**config.mk**
```make
export PLATFORM = sky130hd
export DESIGN_NAME = console_line_assembler_tokenizer
export DESIGN_NICKNAME = d
export VERILOG_FILES = /design/src/hw/rtl/lclt_pkg.sv /design/src/hw/rtl/lclt_front.sv /design/src/hw/rtl/lclt_queue.sv /design/src/hw/rtl/lclt_back.sv /design/src/hw/rtl/console_line_assembler_tokenizer.sv
export SDC_FILE = /design/constraint.sdc
export NUM_CORES = 1
export LEC_CHECK = 0
export ABC_AREA = 1
export BUFFER_PORTS_ARGS = -buffer_cell sky130_fd_sc_hd__buf_2
export CORE_ASPECT_RATIO = 1.1
export CORE_MARGIN = 2
export CORE_UTILIZATION = 45
export DETAILED_ROUTE_END_ITERATION = 10
export GPL_TIMING_DRIVEN = 0
export PLACE_DENSITY = 0.67
export SLEW_MARGIN = 20
export SYNTH_ARGS = -nofsm -noshare
export SYNTH_HDL_FRONTEND = slang
export SYNTH_SLANG_ARGS = --single-unit
```
**constraint.sdc**
```tcl
create_clock -name clk -period 3.9 [get_ports clk]
set_input_delay 0.78 -clock clk [delete_from_list [all_inputs] [get_ports clk]]
set_output_delay 0.78 -clock clk [all_outputs]
set_load 0.02 [all_outputs]
```
**src/hw/rtl/lclt_pkg.sv**
```systemverilog
package lclt_pkg;

	localparam int LINE_CAPACITY_DEF = 64;
	localparam logic [4:0] MAX_ARGS_RESET = 5'd8;
	localparam logic [4:0] ARG_LIMIT = 5'd16;
	localparam logic [5:0] RESULT_LIMIT = 6'd63;
	localparam int Q_DEPTH = 2;

	localparam logic [7:0] CH_LF = 8'h0A;
	localparam logic [7:0] CH_CR = 8'h0D;
	localparam logic [7:0] CH_BS = 8'h08;
	localparam logic [7:0] CH_DEL = 8'h7F;
	localparam logic [7:0] CH_TAB = 8'h09;
	localparam logic [7:0] CH_SPACE = 8'h20;

	typedef enum logic [1:0] {
		ST_OK = 2'd0,
		ST_EMPTY = 2'd1,
		ST_TOO_MANY = 2'd2
	} lclt_status_t;

	typedef enum logic [1:0] {
		OP_NONE = 2'd0,
		OP_APPEND = 2'd1,
		OP_ERASE = 2'd2,
		OP_END = 2'd3
	} lclt_op_t;

	typedef struct packed {
		lclt_op_t op;
		logic [7:0] ch;
	} lclt_cmd_t;

	typedef enum logic [2:0] {
		B_IDLE,
		B_CNT_RD,
		B_CNT_CHK,
		B_DECIDE,
		B_EMIT_RD,
		B_EMIT_CHK,
		B_SUM
	} lclt_state_t;

endpackage

```
**src/hw/rtl/lclt_front.sv**
```systemverilog
module lclt_front (
	input  logic              clk,
	input  logic              arst_n,
	input  logic              in_valid,
	output logic              in_ready,
	input  logic [7:0]        rx_byte,
	input  logic              q_full,
	output logic              push,
	output lclt_pkg::lclt_cmd_t push_cmd
);
	import lclt_pkg::*;

	logic swallow_q;
	logic accept;
	logic swallow_hit;
	logic [7:0] ch;

	assign in_ready = !q_full;
	assign accept = in_valid && in_ready;
	assign swallow_hit = swallow_q && (rx_byte == CH_LF);
	assign ch = (rx_byte == CH_TAB) ? CH_SPACE : rx_byte;

	always_comb begin
		push_cmd.ch = ch;
		if (rx_byte == CH_LF || rx_byte == CH_CR) begin
			push_cmd.op = OP_END;
		end else if (rx_byte == CH_BS || rx_byte == CH_DEL) begin
			push_cmd.op = OP_ERASE;
		end else if (ch < CH_SPACE) begin
			push_cmd.op = OP_NONE;
		end else begin
			push_cmd.op = OP_APPEND;
		end
	end

	assign push = accept && !swallow_hit && (push_cmd.op != OP_NONE);

	// an LF right after a CR is dropped; any accepted byte but a CR clears the mark
	always_ff @(posedge clk or negedge arst_n) begin
		if (!arst_n) begin
			swallow_q <= 1'b0;
		end else if (accept) begin
			swallow_q <= (rx_byte == CH_CR);
		end
	end

endmodule

```
**src/hw/rtl/lclt_queue.sv**
```systemverilog
module lclt_queue (
	input  logic                clk,
	input  logic                arst_n,
	input  logic                push,
	input  lclt_pkg::lclt_cmd_t push_cmd,
	input  logic                pop,
	output lclt_pkg::lclt_cmd_t pop_cmd,
	output logic                full,
	output logic                empty
);
	import lclt_pkg::*;

	localparam int AW = $clog2(Q_DEPTH);

	lclt_cmd_t entries_q [Q_DEPTH];
	logic [AW-1:0] wr_q;
	logic [AW-1:0] rd_q;
	logic [AW:0] cnt_q;

	assign full = (cnt_q == (AW+1)'(Q_DEPTH));
	assign empty = (cnt_q == '0);
	assign pop_cmd = entries_q[rd_q];

	always_ff @(posedge clk or negedge arst_n) begin
		if (!arst_n) begin
			wr_q <= '0;
			rd_q <= '0;
			cnt_q <= '0;
		end else begin
			if (push) begin
				wr_q <= (wr_q == AW'(Q_DEPTH - 1)) ? '0 : wr_q + 1'b1;
			end
			if (pop) begin
				rd_q <= (rd_q == AW'(Q_DEPTH - 1)) ? '0 : rd_q + 1'b1;
			end
			if (push && !pop) begin
				cnt_q <= cnt_q + 1'b1;
			end else if (pop && !push) begin
				cnt_q <= cnt_q - 1'b1;
			end
		end
	end

	always_ff @(posedge clk) begin
		if (push) begin
			entries_q[wr_q] <= push_cmd;
		end
	end

endmodule

```
**src/hw/rtl/lclt_back.sv**
```systemverilog
module lclt_back #(
	parameter int LINE_CAPACITY = lclt_pkg::LINE_CAPACITY_DEF
) (
	input  logic                clk,
	input  logic                arst_n,
	input  logic [4:0]          max_args,
	input  logic                q_empty,
	input  lclt_pkg::lclt_cmd_t q_cmd,
	output logic                pop,
	output logic                out_valid,
	input  logic                out_ready,
	output logic                kind,
	output logic [7:0]          char_out,
	output logic [3:0]          arg_index,
	output logic                token_end,
	output logic [1:0]          status,
	output logic [4:0]          arg_count,
	output logic                last
);
	import lclt_pkg::*;

	localparam int LW = $clog2(LINE_CAPACITY);
	localparam int CMPW = (LW > 5) ? LW : 5;
	localparam logic [LW-1:0] LEN_MAX = LW'(LINE_CAPACITY - 1);

	logic [7:0] mem [LINE_CAPACITY];

	lclt_state_t state_q, state_d;
	logic [LW-1:0] len_q;
	logic ovf_q;
	logic [LW-1:0] i_q;
	logic [7:0] rdata_q;
	logic [LW-1:0] cnt_q;
	logic prev_sp_q;
	lclt_status_t status_q;
	logic [4:0] arg_q;
	logic in_tok_q;
	logic pend_q;
	logic [7:0] pend_ch_q;
	logic [3:0] pend_arg_q;
	logic [5:0] n_q;

	logic out_valid_q;
	logic kind_q;
	logic [7:0] char_q;
	logic [3:0] arg_idx_q;
	logic tend_q;
	logic [1:0] status_out_q;
	logic [4:0] count_out_q;
	logic last_q;

	logic at_end;
	logic out_free;
	logic [4:0] lim;
	logic [CMPW-1:0] cnt_ext;
	logic [CMPW-1:0] lim_ext;
	logic emit_want;
	logic emit_stall;
	logic rd_en;
	logic emit_go;
	logic sum_go;
	logic chk_step;
	logic rd_space;
	logic full_line;

	assign at_end = (i_q == len_q);
	assign out_free = !out_valid_q || out_ready;
	assign lim = (max_args > ARG_LIMIT) ? ARG_LIMIT : max_args;
	assign cnt_ext = CMPW'(cnt_q);
	assign lim_ext = CMPW'(lim);
	assign emit_want = pend_q && (n_q != RESULT_LIMIT);
	assign emit_stall = emit_want && !out_free;
	assign rd_space = (rdata_q == CH_SPACE);
	assign full_line = (len_q == LEN_MAX);

	always_comb begin
		state_d = state_q;
		case (state_q)
			B_IDLE: begin
				if (!q_empty && q_cmd.op == OP_END && len_q != '0 && !ovf_q) begin
					state_d = B_CNT_RD;
				end
			end
			B_CNT_RD: state_d = at_end ? B_DECIDE : B_CNT_CHK;
			B_CNT_CHK: state_d = B_CNT_RD;
			B_DECIDE: begin
				if (lim == '0 || cnt_q == '0 || cnt_ext > lim_ext) begin
					state_d = B_SUM;
				end else begin
					state_d = B_EMIT_RD;
				end
			end
			B_EMIT_RD: state_d = B_EMIT_CHK;
			B_EMIT_CHK: begin
				if (!emit_stall) begin
					state_d = at_end ? B_SUM : B_EMIT_RD;
				end
			end
			B_SUM: begin
				if (out_free) begin
					state_d = B_IDLE;
				end
			end
			default: state_d = B_IDLE;
		endcase
	end

	always_comb begin
		pop = (state_q == B_IDLE) && !q_empty;
		rd_en = (state_q == B_CNT_RD || state_q == B_EMIT_RD) && !at_end;
		emit_go = (state_q == B_EMIT_CHK) && emit_want && out_free;
		sum_go = (state_q == B_SUM) && out_free;
		chk_step = (state_q == B_EMIT_CHK) && !emit_stall;
	end

	always_ff @(posedge clk or negedge arst_n) begin
		if (!arst_n) begin
			state_q <= B_IDLE;
			len_q <= '0;
			ovf_q <= 1'b0;
			out_valid_q <= 1'b0;
		end else begin
			state_q <= state_d;
			if (pop) begin
				case (q_cmd.op)
					OP_APPEND: begin
						if (full_line) begin
							ovf_q <= 1'b1;
						end else begin
							len_q <= len_q + 1'b1;
						end
					end
					OP_ERASE: begin
						if (!ovf_q && len_q != '0) begin
							len_q <= len_q - 1'b1;
						end
					end
					OP_END: begin
						if (len_q == '0 || ovf_q) begin
							len_q <= '0;
							ovf_q <= 1'b0;
						end
					end
					default: ;
				endcase
			end
			if (sum_go) begin
				len_q <= '0;
				ovf_q <= 1'b0;
			end
			if (emit_go || sum_go) begin
				out_valid_q <= 1'b1;
			end else if (out_ready) begin
				out_valid_q <= 1'b0;
			end
		end
	end

	always_ff @(posedge clk) begin
		if (pop && q_cmd.op == OP_APPEND && !full_line) begin
			mem[len_q] <= q_cmd.ch;
		end
		if (rd_en) begin
			rdata_q <= mem[i_q];
		end
	end

	always_ff @(posedge clk) begin
		if (pop) begin
			i_q <= '0;
			cnt_q <= '0;
			prev_sp_q <= 1'b1;
		end
		if (state_q == B_CNT_CHK) begin
			if (!rd_space && prev_sp_q) begin
				cnt_q <= cnt_q + 1'b1;
			end
			prev_sp_q <= rd_space;
			i_q <= i_q + 1'b1;
		end
		if (state_q == B_DECIDE) begin
			if (lim == '0 || cnt_q == '0) begin
				status_q <= ST_EMPTY;
			end else if (cnt_ext > lim_ext) begin
				status_q <= ST_TOO_MANY;
			end else begin
				status_q <= ST_OK;
			end
			i_q <= '0;
			arg_q <= '0;
			in_tok_q <= 1'b0;
			pend_q <= 1'b0;
			n_q <= '0;
		end
		if (emit_go) begin
			kind_q <= 1'b0;
			char_q <= pend_ch_q;
			arg_idx_q <= pend_arg_q;
			tend_q <= at_end || rd_space;
			status_out_q <= ST_OK;
			count_out_q <= '0;
			last_q <= 1'b0;
			n_q <= n_q + 1'b1;
		end
		// pending char waits one read so its end-of-token mark is known
		if (chk_step && !at_end) begin
			if (rd_space) begin
				if (in_tok_q) begin
					arg_q <= arg_q + 1'b1;
				end
				in_tok_q <= 1'b0;
				pend_q <= 1'b0;
			end else begin
				in_tok_q <= 1'b1;
				pend_q <= 1'b1;
				pend_ch_q <= rdata_q;
				pend_arg_q <= arg_q[3:0];
			end
			i_q <= i_q + 1'b1;
		end
		if (sum_go) begin
			kind_q <= 1'b1;
			char_q <= '0;
			arg_idx_q <= '0;
			tend_q <= 1'b0;
			status_out_q <= status_q;
			count_out_q <= (status_q == ST_OK) ? cnt_ext[4:0] : 5'd0;
			last_q <= 1'b1;
		end
	end

	assign out_valid = out_valid_q;
	assign kind = kind_q;
	assign char_out = char_q;
	assign arg_index = arg_idx_q;
	assign token_end = tend_q;
	assign status = status_out_q;
	assign arg_count = count_out_q;
	assign last = last_q;

endmodule

```
**src/hw/rtl/console_line_assembler_tokenizer.sv**
```systemverilog
// channel   | signals                          | accepted when
// ----------+----------------------------------+---------------------------
// rx in     | in_valid, in_ready, rx_byte      | in_valid && in_ready
// result    | out_valid, out_ready, kind..last | out_valid && out_ready
// config    | cfg_we, cfg_wdata (max_args)     | cfg_we
//
// A byte is pushed into the two-entry command queue, which registers it; edits
// retire one by one while the back end is idle. Line end walks the store twice
// through the one registered read port: once to count tokens, once to emit them.
// Reset clears the line state and sets max_args to 8. Either side may stall:
// the queue absorbs bytes while a line is split, and results hold until taken.
module console_line_assembler_tokenizer #(
	parameter int LINE_CAPACITY = lclt_pkg::LINE_CAPACITY_DEF
) (
	input  logic       clk,
	input  logic       arst_n,
	input  logic       in_valid,
	output logic       in_ready,
	input  logic [7:0] rx_byte,
	output logic       out_valid,
	input  logic       out_ready,
	output logic       kind,
	output logic [7:0] char_out,
	output logic [3:0] arg_index,
	output logic       token_end,
	output logic [1:0] status,
	output logic [4:0] arg_count,
	output logic       last,
	input  logic       cfg_we,
	input  logic [4:0] cfg_wdata
);
	import lclt_pkg::*;

	logic [4:0] max_args_q;
	logic push;
	lclt_cmd_t push_cmd;
	logic pop;
	lclt_cmd_t pop_cmd;
	logic q_full;
	logic q_empty;

	always_ff @(posedge clk or negedge arst_n) begin
		if (!arst_n) begin
			max_args_q <= MAX_ARGS_RESET;
		end else if (cfg_we) begin
			max_args_q <= cfg_wdata;
		end
	end

	lclt_front u_front (
		.clk      (clk),
		.arst_n   (arst_n),
		.in_valid (in_valid),
		.in_ready (in_ready),
		.rx_byte  (rx_byte),
		.q_full   (q_full),
		.push     (push),
		.push_cmd (push_cmd)
	);

	lclt_queue u_queue (
		.clk      (clk),
		.arst_n   (arst_n),
		.push     (push),
		.push_cmd (push_cmd),
		.pop      (pop),
		.pop_cmd  (pop_cmd),
		.full     (q_full),
		.empty    (q_empty)
	);

	lclt_back #(
		.LINE_CAPACITY (LINE_CAPACITY)
	) u_back (
		.clk       (clk),
		.arst_n    (arst_n),
		.max_args  (max_args_q),
		.q_empty   (q_empty),
		.q_cmd     (pop_cmd),
		.pop       (pop),
		.out_valid (out_valid),
		.out_ready (out_ready),
		.kind      (kind),
		.char_out  (char_out),
		.arg_index (arg_index),
		.token_end (token_end),
		.status    (status),
		.arg_count (arg_count),
		.last      (last)
	);

`ifndef SYNTHESIS
	a_last_is_summary: assert property (@(posedge clk) disable iff (!arst_n)
		out_valid |-> (last == kind))
		else $error("last flag disagrees with result kind");

	a_token_fields: assert property (@(posedge clk) disable iff (!arst_n)
		(out_valid && !kind) |-> (status == ST_OK && arg_count == 5'd0))
		else $error("token result carries summary fields");

	a_count_only_ok: assert property (@(posedge clk) disable iff (!arst_n)
		(out_valid && kind && status != ST_OK) |-> (arg_count == 5'd0))
		else $error("nonzero arg count on failed line");

	a_no_push_when_full: assert property (@(posedge clk) disable iff (!arst_n)
		q_full |-> !push)
		else $error("command pushed into full queue");
`endif

endmodule

```
==> metrics <==
Placed Cells=3202; clock insertion delay at the later pin of the skew report=0.64 ns; Max stage delay on crit path=0.91 ns; pre-CTS WS=0.530 ns; worst rel slew slack=23.2%; Mapped Cells=2396; io pins=42; Die ar.=59800 um^2; clock root cell=clkbuf_16; Int Pwr=0.0111 W; sequential-to-total area share from yosys stat=70.2%; # DRC=0; pin count of the biggest net entering global routing=65; Worst Skew=0.0175 ns; Hold Buf Count CTS=0; register bit total from synthesis=620; Post-Route Setup TNS=0 ns; Top FF cell, synth=edfxtp_1; Leakage=11.2 nW; syn avg cell area=10.9 um^2; most common cell after layout, fill and taps aside=nand2_1; CP endpoint kind=flop; Num CTS Buffers=61; Final Hold Viols=0; Max Fanout on Critical Path=10; vias in the first global route=17000; # diodes=0; layout cells sized above 1=9.33%; Synth cell types=35; CP Data Required Time=4.15 ns; crit path launch type=flop; Final setup viols=0; GP Congestion=0.984; Setup Crit Path Kind=reg -> reg; Post-synth EDFFs=575; crit path to=u_back.mem[54][0]; # clock sinks=620; pwr dens=482 nW/um^2; Reg-to-Reg End=u_back.mem[54][0]; die width=233 um; die height=256 um; Combinational Power Share=5.1%; CP arrival=3.62 ns; asr flop ratio synth=3.39%; Period Utilization, post-route=86.4%; CTS tree=built; DRT iter0 DRCs=1954; outcome=finished, final reports clean; total vias in the final route=18000; Critical Path Start=u_queue.rd_q; switch share=21.7%; Total GRT Usage=23.8%; crit-path cells=clkinv_1 > or2_2 > o21ai_0 > ha_1 > nand3_2 > nor2_4 > nand2_2 > nor2_1; Clock power frac=41.4%; Synth Warn #=0; unrepaired setup endpoints after global routing=false; final wirelength=71700 um; Area Growth Syn to Fin=13.0%; Row Count=92; most frequent cells in the layout=nand2_1 (901), edfxtp_1 (575), nand3_1 (317); Post-DP HPWL=50200 um; Layout Utilization=51.4%; Sw Pwr=0.00308 W; peak supply drop=0.364 mV; Period minus WS final=3.37 ns; H-tree Lvls=2; max cap viols=0; Post-CTS Setup Inserts=0; part of the power in registers=53.5%; First-pass DRT Iterations=6; FF-to-FF setup slack=0.53 ns; layout net count=2550; Initial Util=45.5%; worst slew pin tran=1.15 ns; Syn Std Cell Area=26000 um^2; Slowest-stage cell, CP=nor2_1; Hold Path Class=in -> async; non-filler cells in the finished layout=3314; Reg2Reg Depth=8; Routed wire per std cell=21.6 um; I/O Buffers=40; global-route wire length before repair=105000 um; final worst setup slack=0.531 ns; PostCTS Resize Cnt=0; antenna violations before repair=0; global route overflow=0; clock slew at reported path FFs=0.06 ns; antenna viol nets, final=0; Max Freq=297 MHz; Final Max Slew Viols=0; clk buf depth=3; Via-to-Cell Ratio=5.44; reg-to-reg startpoint=u_queue.rd_q; Core Area=57200 um^2; post-route total power=0.0142 W
worst max-delay path: cells and delay by family (launching register included):
| family | cells | cell delay (ns) |
|---|---|---|
| DFF | 1 | 0.38 |
| AOI/OAI and AO/OA | 1 | 0.13 |
| buffers and inverters | 1 | 0.25 |
| adders and majority gates | 1 | 0.28 |
| and+or+nand+nor | 5 | 1.93 |
sequential cells by signal, summed over array words and instances (netlist names), 3 cells and up:
signal and flops:
u_back.mem 512, u_queue.entries_q 20, u_back.char_out 8, u_back.pend_ch_q 8, u_back.rdata_q 8, u_back.cnt_ext 6, u_back.i_q 6, u_back.len_q 6
u_back.n_q 6, max_args_q 5, u_back.arg_count 5, u_back.arg_index 4, u_back.arg_q 4, u_back.pend_arg_q 4, u_back.state_q 3
layer usage:
metal / track usage, % / vias up / part of all wire (%)
met2: 38.9 / 816 / 48
met4: 11.1 / 0 / 4.7
met3: 3.17 / 169 / 8.1
met5: 0 / - / 0
li1: - / 8391 / -
met1: 31.6 / 8657 / 39
logic make-up (layout without fill, tap and decap cells):
family / Yosys count / after routing / share of synthesized area, %
AOI/OAI and AO/OA: 125 / 125 / 2.45
xor gates and xnor gates: 20 / 20 / 0.673
adders and majority gates: 19 / 19 / 0.942
buffers and inverters: 205 / 364 / 3.34
DFF: 620 / 620 / 70.2
other: 1 / 8 / 0.0144
and+or+nand+nor: 1406 / 1406 / 22.4
stage by stage:
| stage | instance area, um^2 | hold WS, ns |
|---|---|---|
| 2_1_floorplan | 26100 | 0.426 |
| 3_3_place_gp | 27200 | 0.436 |
| 3_5_place_dp | 27400 | 0.442 |
| 4_1_cts | 29400 | 0.107 |
| 5_1_grt | 29400 | 0.148 |
| 6_report | 29400 | 0.122 |
Yosys cell counts (6+ instances only):
cell	instances	area, um^2
nand2_1	909	3410
edfxtp_1	575	17300
nand3_1	317	1590
nor2_1	134	503
a21oi_1	83	415
inv_1	76	285
buf_2	71	355
clkbuf_1	39	146
o21ai_0	37	185
dfxtp_1	24	480
dfrtp_1	20	500
ha_1	18	225
xor2_1	14	123
nand4_1	12	75.1
nor3_1	10	50.1
buf_1	9	33.8
nand2_2	6	37.5
xnor2_1	6	52.6
power by group through the flow:
stage | Clock, W | Combinational (W) | Sequential, W
finish | 0.00587 | 0.000726 | 0.00759
global route | 0.00616 | 0.000793 | 0.00760
CTS | 0.00592 | 0.000732 | 0.00759
detailed placement | 0 | 0.000730 | 0.00773
global placement | 0 | 0.000610 | 0.00779
floorplan | 0 | 0.000350 | 0.00774
worst min path at each step:
| stage | depth (start not counted) | end | start |
|---|---|---|---|
| after floorplan | 0 | u_back.pend_ch_q[5] | u_back.rdata_q[5] |
| after global placement | 0 | u_back.pend_ch_q[1] | u_back.rdata_q[1] |
| after detailed placement | 0 | u_back.pend_ch_q[1] | u_back.rdata_q[1] |
| after CTS | 1 | u_queue.cnt_q[0] | arst_n |
| after global routing | 1 | max_args_q[4] | arst_n |
| final | 1 | u_queue.cnt_q[0] | arst_n |
layout make-up:
cell class              count  area (um^2)
clock buffers              70         1560
fillers                  4901        27800
repair buffers             47          378
plain buffers             122          558
flip-flops and latches    620        18300
inverters                  83          312
well taps                 752          941
clock inverters            42          422
multi-input cells        1578         6980
Power figures use the tool's default switching activity.
